## config.mk

```make
export PLATFORM = sky130hd
export DESIGN_NAME = irg_ctrl
export DESIGN_NICKNAME = d
export VERILOG_FILES = /design/src/design/irg_pkg.sv /design/src/design/irg_ctrl.sv
export SDC_FILE = /design/constraint.sdc
export NUM_CORES = 1
export LEC_CHECK = 0
export ABC_AREA = 1
export BUFFER_PORTS_ARGS = -buffer_cell sky130_fd_sc_hd__buf_2
export CAP_MARGIN = 30
export CORE_UTILIZATION = 55
export CTS_CLUSTER_SIZE = 25
export DETAILED_ROUTE_END_ITERATION = 8
export GPL_TIMING_DRIVEN = 0
export PLACE_DENSITY = 0.74
export SLEW_MARGIN = 20
export SYNTH_ARGS = -nofsm -noshare
export SYNTH_HDL_FRONTEND = slang
export SYNTH_SLANG_ARGS = --single-unit
```

## constraint.sdc

```tcl
create_clock -name clk -period 2.3 [get_ports clk]
set_clock_uncertainty 0.15 [all_clocks]
set_input_delay 0.46 -clock clk [delete_from_list [all_inputs] [get_ports clk]]
set_output_delay 0.46 -clock clk [all_outputs]
set_load 0.01 [all_outputs]
```

## src/design/irg_pkg.sv

```systemverilog
// Shared types, codes and constants of the ISAAC random generator.
`timescale 1ns / 1ps
`default_nettype none
package irg_pkg;

  localparam logic [31:0] GOLDEN = 32'h9e3779b9;

  // Request codes.
  localparam logic [1:0] REQ_SEED    = 2'd0;
  localparam logic [1:0] REQ_INIT    = 2'd1;
  localparam logic [1:0] REQ_DRAW    = 2'd2;
  localparam logic [1:0] REQ_BOUNDED = 2'd3;

  typedef struct packed {
    logic [1:0]  req_type;
    logic [7:0]  seed_index;
    logic [31:0] seed_word;
    logic [10:0] seed_length;
    logic [31:0] bound;
  } item_t;

  typedef struct packed {
    logic [31:0] value;
    logic        value_valid;
    logic        seeded;
  } result_t;

  // Datapath operations issued by the controller.
  typedef enum logic [4:0] {
    OP_NONE,
    OP_CLEAR,
    OP_ACCEPT,
    OP_SEED,
    OP_KS_INIT,
    OP_SCR,
    OP_KS_RD,
    OP_KS_ADD,
    OP_KS_WR,
    OP_GEN_BEGIN,
    OP_GEN_X,
    OP_GEN_H,
    OP_GEN_Y,
    OP_GEN_W,
    OP_GEN_B,
    OP_GEN_R,
    OP_POS_FULL,
    OP_DRAW_RD,
    OP_DRAW_GET,
    OP_RMIN_GO,
    OP_RMIN_WAIT,
    OP_REM_GO,
    OP_REM_WAIT
  } op_t;

  typedef struct packed {
    op_t        op;
    logic [7:0] idx;
    logic       pass;
  } cmd_t;

  typedef struct packed {
    logic pos_empty;
    logic reject;
    logic small_bound;
    logic div_done;
  } sts_t;

  // Shift of one scramble line: even lines shift left, odd lines right.
  function automatic logic [31:0] scr_shift(input logic [2:0] step, input logic [31:0] w);
    logic [31:0] s;
    s = w;
    unique case (step)
      3'd0: s = w << 11;
      3'd1: s = w >> 2;
      3'd2: s = w << 8;
      3'd3: s = w >> 16;
      3'd4: s = w << 10;
      3'd5: s = w >> 4;
      3'd6: s = w << 8;
      3'd7: s = w >> 9;
      default: s = w;
    endcase
    return s;
  endfunction

endpackage
`default_nettype wire

```

## src/design/irg_ctrl.sv

```systemverilog
// Controller: sequences clearing, key schedule, generation and draws.
`timescale 1ns / 1ps
`default_nettype none
module irg_ctrl (
  input  wire logic          clk,
  input  wire logic          rst,
  input  wire logic          start,
  input  wire logic [1:0]    req_type,
  input  wire irg_pkg::sts_t sts,
  output irg_pkg::cmd_t      cmd,
  output logic               busy,
  output logic               done
);
  import irg_pkg::*;

  typedef enum logic [24:0] {
    S_CLEAR     = 25'd1 << 0,
    S_IDLE      = 25'd1 << 1,
    S_SEED      = 25'd1 << 2,
    S_KS_INIT   = 25'd1 << 3,
    S_KS_GOLD   = 25'd1 << 4,
    S_KS_RD     = 25'd1 << 5,
    S_KS_ADD    = 25'd1 << 6,
    S_KS_SCR    = 25'd1 << 7,
    S_KS_WR     = 25'd1 << 8,
    S_GEN_BEGIN = 25'd1 << 9,
    S_GEN_X     = 25'd1 << 10,
    S_GEN_H     = 25'd1 << 11,
    S_GEN_Y     = 25'd1 << 12,
    S_GEN_W     = 25'd1 << 13,
    S_GEN_B     = 25'd1 << 14,
    S_GEN_R     = 25'd1 << 15,
    S_KS_END    = 25'd1 << 16,
    S_DRAW      = 25'd1 << 17,
    S_DRAW_GET  = 25'd1 << 18,
    S_RMIN_GO   = 25'd1 << 19,
    S_RMIN_WAIT = 25'd1 << 20,
    S_REM_GO    = 25'd1 << 21,
    S_REM_WAIT  = 25'd1 << 22,
    S_DONE      = 25'd1 << 23,
    S_SPARE     = 25'd1 << 24
  } state_t;

  state_t      state, state_next;
  logic [7:0]  word_idx;
  logic [4:0]  step;
  logic [4:0]  blk;
  logic        pass;
  logic        from_init;
  logic [1:0]  req;

  // Next state.
  always_comb begin
    state_next = state;
    unique case (state)
      S_CLEAR: if (word_idx == 8'd255) state_next = S_IDLE;
      S_IDLE: begin
        if (start) begin
          unique case (req_type)
            REQ_SEED: state_next = S_SEED;
            REQ_INIT: state_next = S_KS_INIT;
            REQ_DRAW: state_next = S_DRAW;
            default:  state_next = S_RMIN_GO;
          endcase
        end
      end
      S_SEED:    state_next = S_DONE;
      S_KS_INIT: state_next = S_KS_GOLD;
      S_KS_GOLD: if (step == 5'd31) state_next = S_KS_RD;
      S_KS_RD:   state_next = S_KS_ADD;
      S_KS_ADD:  state_next = (step[2:0] == 3'd7) ? S_KS_SCR : S_KS_RD;
      S_KS_SCR:  if (step[2:0] == 3'd7) state_next = S_KS_WR;
      S_KS_WR: begin
        if (step[2:0] == 3'd7) begin
          state_next = (pass && blk == 5'd31) ? S_GEN_BEGIN : S_KS_RD;
        end
      end
      S_GEN_BEGIN: state_next = S_GEN_X;
      S_GEN_X:     state_next = S_GEN_H;
      S_GEN_H:     state_next = S_GEN_Y;
      S_GEN_Y:     state_next = S_GEN_W;
      S_GEN_W:     state_next = S_GEN_B;
      S_GEN_B:     state_next = S_GEN_R;
      S_GEN_R: begin
        if (word_idx == 8'd255) state_next = from_init ? S_KS_END : S_DRAW;
        else state_next = S_GEN_X;
      end
      S_KS_END: state_next = S_DONE;
      S_DRAW:   state_next = sts.pos_empty ? S_GEN_BEGIN : S_DRAW_GET;
      S_DRAW_GET: begin
        if (req == REQ_DRAW) state_next = S_DONE;
        else if (sts.reject) state_next = S_DRAW;
        else state_next = S_REM_GO;
      end
      S_RMIN_GO:   state_next = sts.small_bound ? S_DONE : S_RMIN_WAIT;
      S_RMIN_WAIT: if (sts.div_done) state_next = S_DRAW;
      S_REM_GO:    state_next = S_REM_WAIT;
      S_REM_WAIT:  if (sts.div_done) state_next = S_DONE;
      S_DONE:      state_next = S_IDLE;
      default:     state_next = S_IDLE;
    endcase
  end

  // State and loop counters.
  always_ff @(posedge clk) begin
    if (rst) begin
      state     <= S_CLEAR;
      word_idx  <= '0;
      step      <= '0;
      blk       <= '0;
      pass      <= 1'b0;
      from_init <= 1'b0;
      req       <= REQ_SEED;
    end else begin
      state <= state_next;
      unique case (state)
        S_CLEAR: word_idx <= word_idx + 8'd1;
        S_IDLE: begin
          if (start) begin
            req       <= req_type;
            from_init <= 1'b0;
          end
        end
        S_KS_INIT: begin
          step      <= '0;
          blk       <= '0;
          pass      <= 1'b0;
          from_init <= 1'b1;
        end
        S_KS_GOLD: step <= step + 5'd1;
        S_KS_ADD, S_KS_SCR: step <= (step[2:0] == 3'd7) ? 5'd0 : step + 5'd1;
        S_KS_WR: begin
          step <= (step[2:0] == 3'd7) ? 5'd0 : step + 5'd1;
          if (step[2:0] == 3'd7) begin
            blk <= blk + 5'd1;
            if (blk == 5'd31) pass <= 1'b1;
          end
        end
        S_GEN_BEGIN: word_idx <= '0;
        S_GEN_R:     word_idx <= word_idx + 8'd1;
        default: ;
      endcase
    end
  end

  // Command to the datapath.
  always_comb begin
    cmd.op   = OP_NONE;
    cmd.idx  = word_idx;
    cmd.pass = pass;
    unique case (state)
      S_CLEAR:     cmd.op = OP_CLEAR;
      S_IDLE:      if (start) cmd.op = OP_ACCEPT;
      S_SEED:      cmd.op = OP_SEED;
      S_KS_INIT:   cmd.op = OP_KS_INIT;
      S_KS_GOLD: begin
        cmd.op  = OP_SCR;
        cmd.idx = {5'd0, step[2:0]};
      end
      S_KS_RD: begin
        cmd.op  = OP_KS_RD;
        cmd.idx = {blk, step[2:0]};
      end
      S_KS_ADD: begin
        cmd.op  = OP_KS_ADD;
        cmd.idx = {blk, step[2:0]};
      end
      S_KS_SCR: begin
        cmd.op  = OP_SCR;
        cmd.idx = {5'd0, step[2:0]};
      end
      S_KS_WR: begin
        cmd.op  = OP_KS_WR;
        cmd.idx = {blk, step[2:0]};
      end
      S_GEN_BEGIN: cmd.op = OP_GEN_BEGIN;
      S_GEN_X:     cmd.op = OP_GEN_X;
      S_GEN_H:     cmd.op = OP_GEN_H;
      S_GEN_Y:     cmd.op = OP_GEN_Y;
      S_GEN_W:     cmd.op = OP_GEN_W;
      S_GEN_B:     cmd.op = OP_GEN_B;
      S_GEN_R:     cmd.op = OP_GEN_R;
      S_KS_END:    cmd.op = OP_POS_FULL;
      S_DRAW:      if (!sts.pos_empty) cmd.op = OP_DRAW_RD;
      S_DRAW_GET:  cmd.op = OP_DRAW_GET;
      S_RMIN_GO:   if (!sts.small_bound) cmd.op = OP_RMIN_GO;
      S_RMIN_WAIT: cmd.op = OP_RMIN_WAIT;
      S_REM_GO:    cmd.op = OP_REM_GO;
      S_REM_WAIT:  cmd.op = OP_REM_WAIT;
      default: ;
    endcase
  end

  assign busy = (state != S_IDLE);
  assign done = (state == S_DONE);
endmodule
`default_nettype wire

```

==> flow_summary.ini <==
[placed_design]
gp_congestion = 0.955
port_buffers = 23
pre_cts_ws_ns = -0.175
dp_hpwl_mm = 6.37

[worst_hold_path]
hp-start = sts[2]
min-delay-path-class = in2reg
min_to = state[21]
whs_path_depth = 2

[setup_path]
path_cells = buf_4 -> nor2_1 -> nand2_1 -> nor2_1 -> nand3_4 -> nand3_4 -> inv_2 -> o22ai_2 -> buf_2
critPathLaunchType = flip-flop
cp-end-kind = output pin
arrival_ns = 1.90
critical_path_class = reg2out
r2r-start = state[14]
cpPeakStageDelay_ns = 0.35
crit_path_max_fanout = 5
worstPathRequired_ns = 1.69
rrSetupSlack_ns = 0.05
rr_endpoint = state[9]
cp_top_family = simple AND/OR/NAND/NOR gates
rr_worst_depth = 13
slowest_stage = dfxtp_2
cp.buffers_inverters = 3

[floorplanning]
initial_core_util = 0.589
die_w_um = 76.9
dieArea_um2 = 5910
pin_count = 25
coreArea_um2 = 5240
die_y_um = 76.9
rows = 26

[routing]
wire_per_inst_um = 16.4
drtAntennaViolNets = 0
dr.pass1.iters = 6
drt_iter0_markers = 395
vias = 3732
wirelength_mm = 10.5
viasPerCell = 5.83
drc_errors = 0

[clock_network]
clock_latency_ns = 0.31
holdBufCountCts = 0
cts-root-buf = clkbuf_8
cts-buffers-inserted = 5
clk_pin_slew_ns = 0.09
cts_tree = done
cts.sinks = 46
clock_path_buffers = 2
htreeDepth = 2

[finish]
final_common_cell = nand2_1
diodes = 0
fill_cells = 347
final_util = 0.790
final_nets = 584
drive_gt1_frac = 0.319
area_growth_pct = 34.1
layout_common_cells = nand2_1, nor2_1, nand3_1

[global_routing]
grt_antenna_before_repair = 0
grt_max_degree = 14
grt_pass1_wl_mm = 16.4
gr-usage-all-layers = 0.351
grt_overflow = 0
grt_pass1_vias = 3431

[yosys]
syn_avg_cell_area_um2 = 6.31
synth.area.mux_share = 0
syn-cell-area_um2 = 3080
syn-num-nets = 504
synth_top_family_by_area = simple AND/OR/NAND/NOR gates
synth_edf_count = 0
synth_cell_type_count = 37
yosys.area_share.simple = 0.482
netlist_top_cells_area = dfxtp_1, nand3_1, nand2_1
synth.top_cell.area_share = 0.299
synth_xor_area_frac = 0.0114
yosysWarnings = 0
synthArstFlopShare = 0
synth_adder_area_share = 0.0243
synth_top_area_cell = dfxtp_1
synthCells = 489
synth-seq-area-share = 0.299
ys.flop_type = dfxtp_1
synth-seq-cells = 46
synth_compound_area_frac = 0.0872

[job]
maxCapViolCount = 0

[timing]
worstMarginPinSlew_ns = 0.704
setup_ws_ns = -0.209
finalHoldViolations = 0
hold_slack_ns = 0.189
setup_viol = 13
rsz0062_at_grt = true
min_period_over_period = 1.09
max_slew_margin = 0.531
maxSlewViolCount = 0
max_freq_mhz = 399
fin_crit_ns = 2.51

[outcome]
outcome = finished with violations
violations = setup timing

[power_and_ir_drop]
p_clk_frac = 0.174
sequentialPowerShare = 0.269
total_leakage_power_nw = 2.03
peakVddDrop_uv = 726
switchingPower_w = 0.00155
internal_power_w = 0.00197
p_sw_frac = 0.441
power_density_nw_per_um2 = 851
pwr-share-comb = 0.557
## cell usage after synthesis (all sizes together), types with 2 or more instances
cell,count
nor2,102
o21ai,19
nand4,8
dfxtp,46
nor3b,2
buf,6
nand2,104
ha,6
nand3,77
nor3,8
xor2,3
nor4,2
nand3b,4
and3,2
a21oi,27
inv,61
clkbuf,5
## how the worst max path moves through the flow
stage               startpoint  slack, ns      end  depth (start not counted)
finish                state[9]      -0.21   cmd[7]                          9
global route         state[12]      -0.26  cmd[11]                         10
CTS                   state[3]      -0.15   cmd[9]                         11
detailed placement   state[20]      -0.17   cmd[7]                          9
global placement     state[22]      -0.20   cmd[7]                          9
floorplan            state[22]       0.10   cmd[4]                          9
## logic make-up after synthesis
logic type / count (synthesis)
XOR/XNOR: 4
buffers and inverters: 72
flip-flops: 46
adder cells (fa/ha/maj): 6
AO/OA/AOI/OAI: 50
AND/OR/NAND/NOR: 311
## final cells by class
class                      count  area, um2  area share
buffer                        11       82.6      0.0200
inverter                      61        234      0.0566
clock inverter                 1       30.0     0.00726
timing repair buffer          73        527       0.127
multi-input combinational    371       2130       0.514
clock buffer                   7       76.3      0.0185
tap                           70       87.6      0.0212
sequential                    46        971       0.235
## metrics by stage
| stage | cell area, um2 | cells | TNS [ns] | power (W) |
|---|---|---|---|---|
| 6_report | 4140 | 640 | -2.20 | 0.00352 |
| 5_1_grt | 4140 | 640 | -3.21 | 0.00368 |
| 4_1_cts | 4010 | 631 | -1.63 | 0.00332 |
| 3_5_place_dp | 3290 | 582 | -1.45 | 0.00226 |
| 3_3_place_gp | 3290 | 582 | -1.36 | 0.00225 |
| 2_1_floorplan | 3080 | 489 | 0 | 0.00193 |
## power by group through the flow
| stage | sequential [W] | clock [W] | combinational, W |
|---|---|---|---|
| finish | 0.000947 | 0.000611 | 0.00196 |
| global route | 0.000956 | 0.000646 | 0.00208 |
| CTS | 0.000944 | 0.000611 | 0.00176 |
| detailed placement | 0.000943 | 0 | 0.00132 |
| global placement | 0.000940 | 0 | 0.00131 |
| floorplan | 0.000928 | 0 | 0.000997 |
## sequential cells by signal, summed over array words and instances, names as in the netlist
name / count
blk: 5
from_init: 1
pass: 1
req: 2
state: 24
step: 5
word_idx: 8
## per-layer routing
metal | routed length [um] | GRT usage | up-vias
met2 | 4770 | 0.582 | 237
met3 | 922 | 0.0512 | 75
met1 | 4240 | 0.453 | 1675
met4 | 581 | 0.140 | 0
li1 | - | - | 1745
met5 | 0 | 0 | -
## timing repair
| action | CTS | global route |
|---|---|---|
| pin swaps | 29 | 14 |
| buffers inserted | 40 | 9 |
| gates resized for setup | 91 | 14 |
| endpoints found under the hold margin | 0 | 0 |
| endpoints found under the setup margin | 14 | 25 |
| gates cloned | 1 | 0 |
Note: power is estimated with default switching activity, not from simulation.
